### config.mk
export PLATFORM = sky130hd
export DESIGN_NAME = ambient_light_backlight_controller_top
export DESIGN_NICKNAME = d
export VERILOG_FILES = /design/src/hdl/albc_pkg.sv /design/src/hdl/albc_div.sv /design/src/hdl/ambient_light_backlight_controller_top.sv
export SDC_FILE = /design/constraint.sdc
export NUM_CORES = 1
export LEC_CHECK = 0
export ABC_CLOCK_PERIOD_IN_PS = 8300
export BUFFER_PORTS_ARGS = -buffer_cell sky130_fd_sc_hd__buf_2
export CAP_MARGIN = 10
export CORE_ASPECT_RATIO = 1.4
export CORE_MARGIN = 2
export CORE_UTILIZATION = 44
export DETAILED_ROUTE_END_ITERATION = 16
export PLACE_DENSITY_LB_ADDON = 0.3
export SYNTH_ARGS = -nofsm -noshare
export SYNTH_HDL_FRONTEND = slang
export SYNTH_SLANG_ARGS = --single-unit
### constraint.sdc
create_clock -name clock -period 8.3 [get_ports clock]
set_clock_uncertainty 0.05 [all_clocks]
set_input_delay 1.66 -clock clock [delete_from_list [all_inputs] [get_ports clock]]
set_output_delay 1.66 -clock clock [all_outputs]
set_load 0.01 [all_outputs]
### src/hdl/albc_pkg.sv
package albc_pkg;

   localparam int SAMPLE_W   = 12;
   localparam int LEVEL_W    = 8;
   localparam int THRESH_W   = 7;
   localparam int SCALE_W    = 12;
   localparam int PROD_W     = SAMPLE_W + LEVEL_W;
   localparam int SUM_W      = 23;
   localparam int COUNT_W    = 3;
   localparam int CSR_ADDR_W = 5;
   localparam int CSR_DATA_W = 32;

   localparam int SAMPLES_PER_AVERAGE_DEF = 5;

   localparam logic [LEVEL_W-1:0]  MIN_LEVEL_RST   = 8'd15;
   localparam logic [LEVEL_W-1:0]  MAX_LEVEL_RST   = 8'd255;
   localparam logic [THRESH_W-1:0] THRESH_RST      = 7'd30;
   localparam logic [SCALE_W-1:0]  FULL_SCALE_RST  = 12'd2900;
   localparam logic                FADE_ENABLE_RST = 1'b1;
   localparam logic [LEVEL_W-1:0]  LEVEL_RST       = 8'd150;

   typedef enum logic [2:0] {
      REG_MIN_LEVEL   = 3'd0,
      REG_MAX_LEVEL   = 3'd1,
      REG_THRESHOLD   = 3'd2,
      REG_FULL_SCALE  = 3'd3,
      REG_FADE_ENABLE = 3'd4
   } reg_index_type;

   typedef enum logic [3:0] {
      ST_IDLE,
      ST_MUL,
      ST_SCALE_GO,
      ST_SCALE_WAIT,
      ST_ACC,
      ST_AVG,
      ST_CLAMP,
      ST_ACT
   } state_type;

   // divider status seen by the sequencer
   typedef struct packed {
      logic busy;
      logic done;
   } div_stat_type;

endpackage

### src/hdl/albc_div.sv
// Restoring divider, one quotient bit per cycle.
module albc_div (
   input  logic                               clock,
   input  logic                               reset,
   input  logic                               start,
   input  logic [albc_pkg::SUM_W-1:0]         dividend,
   input  logic [albc_pkg::SCALE_W-1:0]       divisor,
   output albc_pkg::div_stat_type             stat,
   output logic [albc_pkg::SUM_W-1:0]         quotient
);

   localparam int STEP_W = $clog2(albc_pkg::SUM_W);
   localparam logic [STEP_W-1:0] LAST_STEP = STEP_W'(albc_pkg::SUM_W - 1);

   logic                               busy_ff, busy_in;
   logic [STEP_W-1:0]                  step_ff, step_in;
   logic [albc_pkg::SCALE_W-1:0]       rem_ff, rem_in;
   logic [albc_pkg::SUM_W-1:0]         quo_ff;
   logic [albc_pkg::SCALE_W:0]         trial;
   logic [albc_pkg::SCALE_W:0]         trial_sub;
   logic                               fits;

   assign trial     = {rem_ff, quo_ff[albc_pkg::SUM_W-1]};
   assign fits      = trial >= {1'b0, divisor};
   assign trial_sub = trial - {1'b0, divisor};
   assign rem_in    = fits ? trial_sub[albc_pkg::SCALE_W-1:0]
                           : trial[albc_pkg::SCALE_W-1:0];

   always_comb begin
      busy_in = busy_ff;
      step_in = step_ff;
      if (start) begin
         busy_in = 1'b1;
         step_in = '0;
      end else if (busy_ff) begin
         step_in = step_ff + 1'b1;
         if (step_ff == LAST_STEP) begin
            busy_in = 1'b0;
         end
      end
   end

   always_ff @(posedge clock) begin
      if (reset) begin
         busy_ff <= 1'b0;
         step_ff <= '0;
      end else begin
         busy_ff <= busy_in;
         step_ff <= step_in;
      end
   end

   always_ff @(posedge clock) begin
      if (start) begin
         rem_ff <= '0;
         quo_ff <= dividend;
      end else if (busy_ff) begin
         rem_ff <= rem_in;
         quo_ff <= {quo_ff[albc_pkg::SUM_W-2:0], fits};
      end
   end

   assign stat.busy = busy_ff;
   assign stat.done = busy_ff && (step_ff == LAST_STEP);
   assign quotient  = quo_ff;

endmodule

### src/hdl/ambient_light_backlight_controller_top.sv
// Ambient light backlight controller. Each light request (12-bit reading in
// req_tdata) is scaled to floor(sample * max_level / sensor_full_scale), or to
// max_level when the full scale is zero, and summed. Every SAMPLES_PER_AVERAGE
// requests the sum is divided by SAMPLES_PER_AVERAGE, clamped to
// [min_level, max_level] (max wins if the limits cross) and compared with the
// current level: a difference of 0 or 1 moves the level silently, up to
// jump_threshold steps it by one and emits a result, above that jumps to the
// target and emits with tuser = fade_enable (fade from ramp_from to level).
// A serial divider does the scaling division and the average comes from a
// reciprocal multiply; req_tready is low while a request is in work. A
// finished result sits in an output register, so the next request is taken
// while it waits; the block stalls only if an averaging request finishes
// before the waiting result is taken.
// Registers on the APB port (byte address = 4 * index): 0 min_level,
// 1 max_level, 2 jump_threshold, 3 sensor_full_scale, 4 fade_enable.
// Write them only while the block is idle.
module ambient_light_backlight_controller_top #(
   parameter int SAMPLES_PER_AVERAGE = albc_pkg::SAMPLES_PER_AVERAGE_DEF
) (
   input  logic                                clock,
   input  logic                                reset,
   // request channel
   input  logic                                req_tvalid,
   output logic                                req_tready,
   input  logic [15:0]                         req_tdata,   // [11:0] light_sample
   // result channel
   output logic                                rsp_tvalid,
   input  logic                                rsp_tready,
   output logic [15:0]                         rsp_tdata,   // [7:0] level, [15:8] ramp_from
   output logic                                rsp_tuser,   // [0] ramp
   // configuration
   input  logic                                csr_psel,
   input  logic                                csr_penable,
   input  logic                                csr_pwrite,
   input  logic [albc_pkg::CSR_ADDR_W-1:0]     csr_paddr,
   input  logic [albc_pkg::CSR_DATA_W-1:0]     csr_pwdata,
   output logic [albc_pkg::CSR_DATA_W-1:0]     csr_prdata,
   output logic                                csr_pready
);

   localparam int LW = albc_pkg::LEVEL_W;
   localparam int SW = albc_pkg::SUM_W;
   localparam logic [albc_pkg::COUNT_W:0]   AVG_COUNT   =
      (albc_pkg::COUNT_W+1)'(SAMPLES_PER_AVERAGE);
   // floor(sum / N) = (sum * ceil(2^SHIFT / N)) >> SHIFT, exact for N <= 8
   localparam int AVG_SHIFT = SW + 3;
   localparam int RECIP_W   = AVG_SHIFT + 1;
   localparam int AVG_PW    = SW + RECIP_W;
   localparam logic [RECIP_W-1:0] AVG_RECIP =
      RECIP_W'(((1 << AVG_SHIFT) + SAMPLES_PER_AVERAGE - 1) / SAMPLES_PER_AVERAGE);

   // ---------------- configuration registers ----------------
   logic [LW-1:0]                   min_level_ff;
   logic [LW-1:0]                   max_level_ff;
   logic [albc_pkg::THRESH_W-1:0]   thresh_ff;
   logic [albc_pkg::SCALE_W-1:0]    full_scale_ff;
   logic                            fade_ff;
   logic                            csr_write;
   albc_pkg::reg_index_type         csr_index;

   assign csr_pready = 1'b1;
   assign csr_write  = csr_psel & csr_penable & csr_pwrite;
   assign csr_index  = albc_pkg::reg_index_type'(csr_paddr[4:2]);

   always_ff @(posedge clock) begin
      if (reset) begin
         min_level_ff  <= albc_pkg::MIN_LEVEL_RST;
         max_level_ff  <= albc_pkg::MAX_LEVEL_RST;
         thresh_ff     <= albc_pkg::THRESH_RST;
         full_scale_ff <= albc_pkg::FULL_SCALE_RST;
         fade_ff       <= albc_pkg::FADE_ENABLE_RST;
      end else if (csr_write) begin
         unique case (csr_index)
            albc_pkg::REG_MIN_LEVEL:   min_level_ff  <= csr_pwdata[LW-1:0];
            albc_pkg::REG_MAX_LEVEL:   max_level_ff  <= csr_pwdata[LW-1:0];
            albc_pkg::REG_THRESHOLD:   thresh_ff     <= csr_pwdata[albc_pkg::THRESH_W-1:0];
            albc_pkg::REG_FULL_SCALE:  full_scale_ff <= csr_pwdata[albc_pkg::SCALE_W-1:0];
            albc_pkg::REG_FADE_ENABLE: fade_ff       <= csr_pwdata[0];
            default: ;
         endcase
      end
   end

   always_comb begin
      csr_prdata = '0;
      unique case (csr_index)
         albc_pkg::REG_MIN_LEVEL:   csr_prdata[LW-1:0] = min_level_ff;
         albc_pkg::REG_MAX_LEVEL:   csr_prdata[LW-1:0] = max_level_ff;
         albc_pkg::REG_THRESHOLD:   csr_prdata[albc_pkg::THRESH_W-1:0] = thresh_ff;
         albc_pkg::REG_FULL_SCALE:  csr_prdata[albc_pkg::SCALE_W-1:0] = full_scale_ff;
         albc_pkg::REG_FADE_ENABLE: csr_prdata[0] = fade_ff;
         default: ;
      endcase
   end

   // ---------------- datapath state ----------------
   albc_pkg::state_type             state_ff, state_in;
   logic [albc_pkg::SAMPLE_W-1:0]   raw_ff;
   logic [albc_pkg::PROD_W-1:0]     prod_ff;
   logic [SW-1:0]                   sum_ff, sum_in;
   logic [albc_pkg::COUNT_W-1:0]    count_ff, count_in;
   logic [SW-1:0]                   avg_ff;
   logic [AVG_PW-1:0]               avg_prod;
   logic [LW-1:0]                   target_ff, target_in;
   logic [LW-1:0]                   level_ff;
   logic                            rsp_valid_ff;
   logic [LW-1:0]                   rsp_level_ff;
   logic [LW-1:0]                   rsp_from_ff;
   logic                            rsp_ramp_ff;

   // sequencer controls
   logic                            div_start;
   logic                            acc_en;
   logic                            clamp_en;
   logic                            act_en;
   logic                            out_free;
   logic                            last_sample;

   // scaling divider
   albc_pkg::div_stat_type          div_stat;
   logic [SW-1:0]                   div_dividend;
   logic [albc_pkg::SCALE_W-1:0]    div_divisor;
   logic [SW-1:0]                   div_quotient;

   // scaling division: product over full scale
   assign div_dividend = SW'(prod_ff);
   assign div_divisor  = full_scale_ff;

   albc_div u_div (
      .clock    (clock),
      .reset    (reset),
      .start    (div_start),
      .dividend (div_dividend),
      .divisor  (div_divisor),
      .stat     (div_stat),
      .quotient (div_quotient)
   );

   assign out_free    = !rsp_valid_ff || rsp_tready;
   assign last_sample = ({1'b0, count_ff} + 1'b1) >= AVG_COUNT;
   assign avg_prod    = AVG_PW'(sum_ff) * AVG_PW'(AVG_RECIP);

   // next state
   always_comb begin
      state_in = state_ff;
      unique case (state_ff)
         albc_pkg::ST_IDLE:       if (req_tvalid)    state_in = albc_pkg::ST_MUL;
         albc_pkg::ST_MUL:                           state_in = albc_pkg::ST_SCALE_GO;
         albc_pkg::ST_SCALE_GO:                      state_in = albc_pkg::ST_SCALE_WAIT;
         albc_pkg::ST_SCALE_WAIT: if (div_stat.done) state_in = albc_pkg::ST_ACC;
         albc_pkg::ST_ACC: begin
            state_in = last_sample ? albc_pkg::ST_AVG : albc_pkg::ST_IDLE;
         end
         albc_pkg::ST_AVG:                           state_in = albc_pkg::ST_CLAMP;
         albc_pkg::ST_CLAMP:                         state_in = albc_pkg::ST_ACT;
         albc_pkg::ST_ACT:        if (out_free)      state_in = albc_pkg::ST_IDLE;
         default:                                    state_in = albc_pkg::ST_IDLE;
      endcase
   end

   // sequencer outputs
   always_comb begin
      req_tready = 1'b0;
      div_start  = 1'b0;
      acc_en     = 1'b0;
      clamp_en   = 1'b0;
      act_en     = 1'b0;
      unique case (state_ff)
         albc_pkg::ST_IDLE:     req_tready = 1'b1;
         albc_pkg::ST_SCALE_GO: div_start  = 1'b1;
         albc_pkg::ST_ACC:      acc_en     = 1'b1;
         albc_pkg::ST_CLAMP:    clamp_en   = 1'b1;
         albc_pkg::ST_ACT:      act_en     = out_free;
         default: ;
      endcase
   end

   // accumulate; a zero full scale saturates the scaled sample to max_level
   always_comb begin
      logic [SW-1:0] scaled;
      scaled   = (full_scale_ff == '0) ? SW'(max_level_ff) : div_quotient;
      sum_in   = sum_ff + scaled;
      count_in = last_sample ? '0 : count_ff + 1'b1;
   end

   // clamp: min first, then max wins
   always_comb begin
      logic [SW-1:0] lo;
      lo = (avg_ff < SW'(min_level_ff)) ? SW'(min_level_ff) : avg_ff;
      target_in = (lo > SW'(max_level_ff)) ? max_level_ff : lo[LW-1:0];
   end

   // decision against the current level
   logic [LW-1:0] diff;
   logic          step_move;
   logic          jump_move;
   logic [LW-1:0] next_level;

   always_comb begin
      diff       = (level_ff > target_ff) ? level_ff - target_ff : target_ff - level_ff;
      jump_move  = diff > {1'b0, thresh_ff};
      step_move  = (diff > 8'd1) && !jump_move;
      next_level = target_ff;
      if (step_move) begin
         next_level = (level_ff < target_ff) ? level_ff + 1'b1 : level_ff - 1'b1;
      end
   end

   // control and architectural state
   always_ff @(posedge clock) begin
      if (reset) begin
         state_ff     <= albc_pkg::ST_IDLE;
         sum_ff       <= '0;
         count_ff     <= '0;
         level_ff     <= albc_pkg::LEVEL_RST;
         rsp_valid_ff <= 1'b0;
      end else begin
         state_ff <= state_in;
         if (acc_en) begin
            sum_ff   <= sum_in;
            count_ff <= count_in;
         end else if (act_en) begin
            sum_ff   <= '0;
         end
         if (act_en) begin
            level_ff <= next_level;
         end
         if (act_en && (step_move || jump_move)) begin
            rsp_valid_ff <= 1'b1;
         end else if (rsp_tready) begin
            rsp_valid_ff <= 1'b0;
         end
      end
   end

   // payload
   always_ff @(posedge clock) begin
      if (req_tvalid && req_tready) begin
         raw_ff <= req_tdata[albc_pkg::SAMPLE_W-1:0];
      end
      if (state_ff == albc_pkg::ST_MUL) begin
         prod_ff <= albc_pkg::PROD_W'(raw_ff) * albc_pkg::PROD_W'(max_level_ff);
      end
      if (state_ff == albc_pkg::ST_AVG) begin
         avg_ff <= avg_prod[AVG_SHIFT +: SW];
      end
      if (clamp_en) begin
         target_ff <= target_in;
      end
      if (act_en && (step_move || jump_move)) begin
         rsp_level_ff <= next_level;
         rsp_from_ff  <= level_ff;
         rsp_ramp_ff  <= jump_move & fade_ff;
      end
   end

   assign rsp_tvalid = rsp_valid_ff;
   assign rsp_tdata  = {rsp_from_ff, rsp_level_ff};
   assign rsp_tuser  = rsp_ramp_ff;

endmodule

==> summary.md <==
| Metric | Value |
|---|---|
| Distinct cell type count after synthesis | `70` |
| Synth Cell Area | `20900 µm²` |
| CP required | `8470 ps` |
| Syn Area/Cell | `9.62 µm²` |
| Final core utilization | `47.9%` |
| Fin nets | `2812` |
| Routability Congestion | `0.894` |
| Die area | `49200 µm²` |
| RSZ-0062 raised after global routing | `false` |
| Yosys warning count | `0` |
| Top FF cell, synth | `edfxtp_1` |
| Clock transition at path regs | `80 ps` |
| Clock buffer depth | `2` |
| All-Layer GR Usage | `19.8%` |
| Post-synth EDFFs | `98` |
| Most common library cell in the layout ignoring fill and taps | `inv_1` |
| Arr. time, crit path | `7880 ps` |
| Core Rows | `94` |
| Critical path buffers and inverters | `6` |
| Layout cell share with drive strength beyond 1 | `7.35%` |
| DRC | `0` |
| Max Freq | `0.130 GHz` |
| Drt wl/cell | `16.5 µm` |
| Static Leakage | `11.5 nW` |
| IO Port Bufs | `64` |
| Multi-input gate area | `14200 µm²` |
| PwrDens | `187 nW/µm²` |
| Vias | `14763` |
| Initial Util | `44.5%` |
| Root Driver | `clkbuf_16` |
| CP Launch Point | `sum_ff[21]` |
| Hpwl dp | `39500 µm` |
| Antenna violations before repair | `0` |
| DR iter-0 viols | `553` |
| Cts hold-fix bufs | `0` |
| Crit path max fanout | `6` |
| Max Cap Viol | `0` |
| Register area share after synthesis | `23.2%` |
| CP max-delay cell | `fa_1` |
| Fill cell count | `4380` |
| Die Wd | `188 µm` |
| Total gr overflow | `0` |
| DIE HEIGHT | `262 µm` |
| Sink Count | `193` |
| CTS buffer count | `17` |
| TritonRoute pass-1 iters | `4` |
| Status | `finished clean` |
| Setup total negative slack | `0 ps` |
| Hold Crit Class | `register to register` |
| Post-route ant nets | `0` |
| Crit path kind | `register to register` |
| Flip-flop and latch area | `4840 µm²` |
| Number of post-CTS setup repair buffers | `0` |
| Antenna cells | `0` |
| Worst rel slew slack | `23.8%` |
| Syn Inst Count | `2168` |
| Slowest stage delay, CP | `600 ps` |
| Final period util | `92.9%` |
| CORE AREA | `46900 µm²` |
| CTS HTree Levels | `4` |
| Vias in the first global route | `15370` |
| Minimum clock period | `7710 ps` |
| CP Capture Type | `register` |
| R2R setup slack | `590 ps` |
| Hold path start | `count_ff[1]` |
| Largest net degree at the start of global routing | `81` |
| Vias/cell | `5.17` |
| P&R area growth vs syn | `7.65%` |
| Slew @ Worst Pin | `1140 ps` |
| Asr flop ratio synth | `0%` |
| First-pass GRT wire length | `77200 µm` |
| Worst reg2reg path startpoint | `sum_ff[21]` |
| #FFs+latches synth | `193` |
| Crit start category | `register` |
| CP top delay family | `adder cells` |
| Worst skew pair latency | `470 ps` |
| CTS tree | `yes` |
| PostCTS Resize Cnt | `0` |
| Ports | `112` |
| Fin. max-slew vios | `0` |
| Commonest cells after routing, fill and taps aside | `inv_1, ha_1, fa_1` |
| Peak supply drop | `0.205 mV` |
| Final setup fails | `0` |
| Post-Route WL | `47200 µm` |
| Final Hold Viols | `0` |
[area by class of cell]
cell class	count	share of cell area, %
well taps	624	3.48
inverters	423	7.07
flip-flops and latches	193	21.6
repair buffers	86	2.15
multi-input cells	1498	63.0
clock inverters	14	0.791
clock buffers	18	1.91
[worst register-to-register path: cells and delay by family, from the launching register on]
family / cells / cell delay [ps]
compound gates: 8 / 2010
fa+ha+maj: 8 / 3830
buf+inv: 6 / 360
simple gates: 2 / 600
flops: 1 / 520
xor+xnor: 1 / 80
[metal layers]
layer	global-route usage [%]	share of wire [%]	routed length (µm)
met1	21.5	39	18400
met2	37.2	53	24900
met3	2.16	2.6	1210
met4	11.7	5.6	2640
met5	0	0	0
[through the flow]
step                instance area [µm²]  power [mW]  worst slack [ps]  hold WS (ps)  std cells
floorplan                         20900        3.00              1550           404       2187
global placement                  21800        3.31               557           428       2823
detailed placement                21800        3.37               479           439       2823
CTS                               22500        4.25               464           450       2855
global route                      22500        4.58              85.2           483       2856
finish                            22500        4.19               590           450       2856
[cell usage after synthesis (5+ instances only)]
| cell | number | area (µm²) |
|---|---|---|
| buf_4 | 22 | 165 |
| nor3_1 | 20 | 100 |
| o41ai_1 | 6 | 52.6 |
| clkbuf_1 | 45 | 169 |
| and3_1 | 9 | 56.3 |
| o21bai_1 | 14 | 105 |
| nor2b_1 | 26 | 163 |
| nor3b_1 | 6 | 45.0 |
| fa_1 | 208 | 4160 |
| nor4_1 | 7 | 43.8 |
| ha_1 | 325 | 4070 |
| nor2_1 | 121 | 454 |
| and2_1 | 70 | 438 |
| xor2_1 | 20 | 175 |
| nand3_1 | 29 | 145 |
| xnor2_1 | 56 | 490 |
| o31ai_1 | 5 | 37.5 |
| dfxtp_1 | 95 | 1900 |
| nand2_1 | 152 | 571 |
| nand2b_1 | 18 | 113 |
| a21boi_0 | 8 | 60.1 |
| a21oi_1 | 87 | 435 |
| a22oi_1 | 8 | 60.1 |
| mux2_2 | 22 | 248 |
| nand4_1 | 14 | 87.6 |
| edfxtp_1 | 98 | 2940 |
| o21ai_0 | 64 | 320 |
| a211oi_1 | 14 | 105 |
| a211o_1 | 22 | 193 |
| or3_1 | 7 | 43.8 |
| o21a_1 | 13 | 97.6 |
| or2_2 | 5 | 31.3 |
| a21o_1 | 25 | 188 |
| a31oi_1 | 8 | 50.1 |
| inv_1 | 423 | 1590 |
| mux2i_1 | 31 | 310 |
| mux4_2 | 7 | 158 |
[power breakdown]
part / total [mW] / internal [mW] / switching [mW]
Clock: 0.857 / 0.436 / 0.421
Sequential: 1.32 / 1.25 / 0.0726
Combinational: 2.01 / 0.943 / 1.07
Total: 4.19 / 2.63 / 1.56
[flip-flops by register name, summed over array words and instances, names as in the netlist, 3 cells and up]
name	count
min_level_ff	8
level_ff	8
rsp_level_ff	8
u_div.quotient	23
count_ff	3
avg_ff	21
max_level_ff	8
prod_ff	20
div_divisor	12
raw_ff	12
target_ff	8
sum_ff	23
thresh_ff	7
rsp_from_ff	8
u_div.rem_ff	12
u_div.step_ff	5
state_ff	3
[cell families (layout without fill, tap and decap cells)]
| kind of cell | count (synthesis) | count (layout) | share of synthesized area, % |
|---|---|---|---|
| compound gates | 310 | 310 | 9.71 |
| other cells | 2 | 21 | 0.0360 |
| simple gates | 498 | 498 | 11.6 |
| fa+ha+maj | 533 | 533 | 39.4 |
| xor+xnor | 76 | 76 | 3.19 |
| mux | 60 | 60 | 3.43 |
| buf+inv | 496 | 541 | 9.40 |
| flops | 193 | 193 | 23.2 |
[final timing paths]
path	depth (start not counted)	endpoint
min	2	count_ff[1]
max reg2reg	25	avg_ff[19]
max	25	avg_ff[19]
min reg2reg	2	count_ff[1]
(Power assumes the default switching activity.)
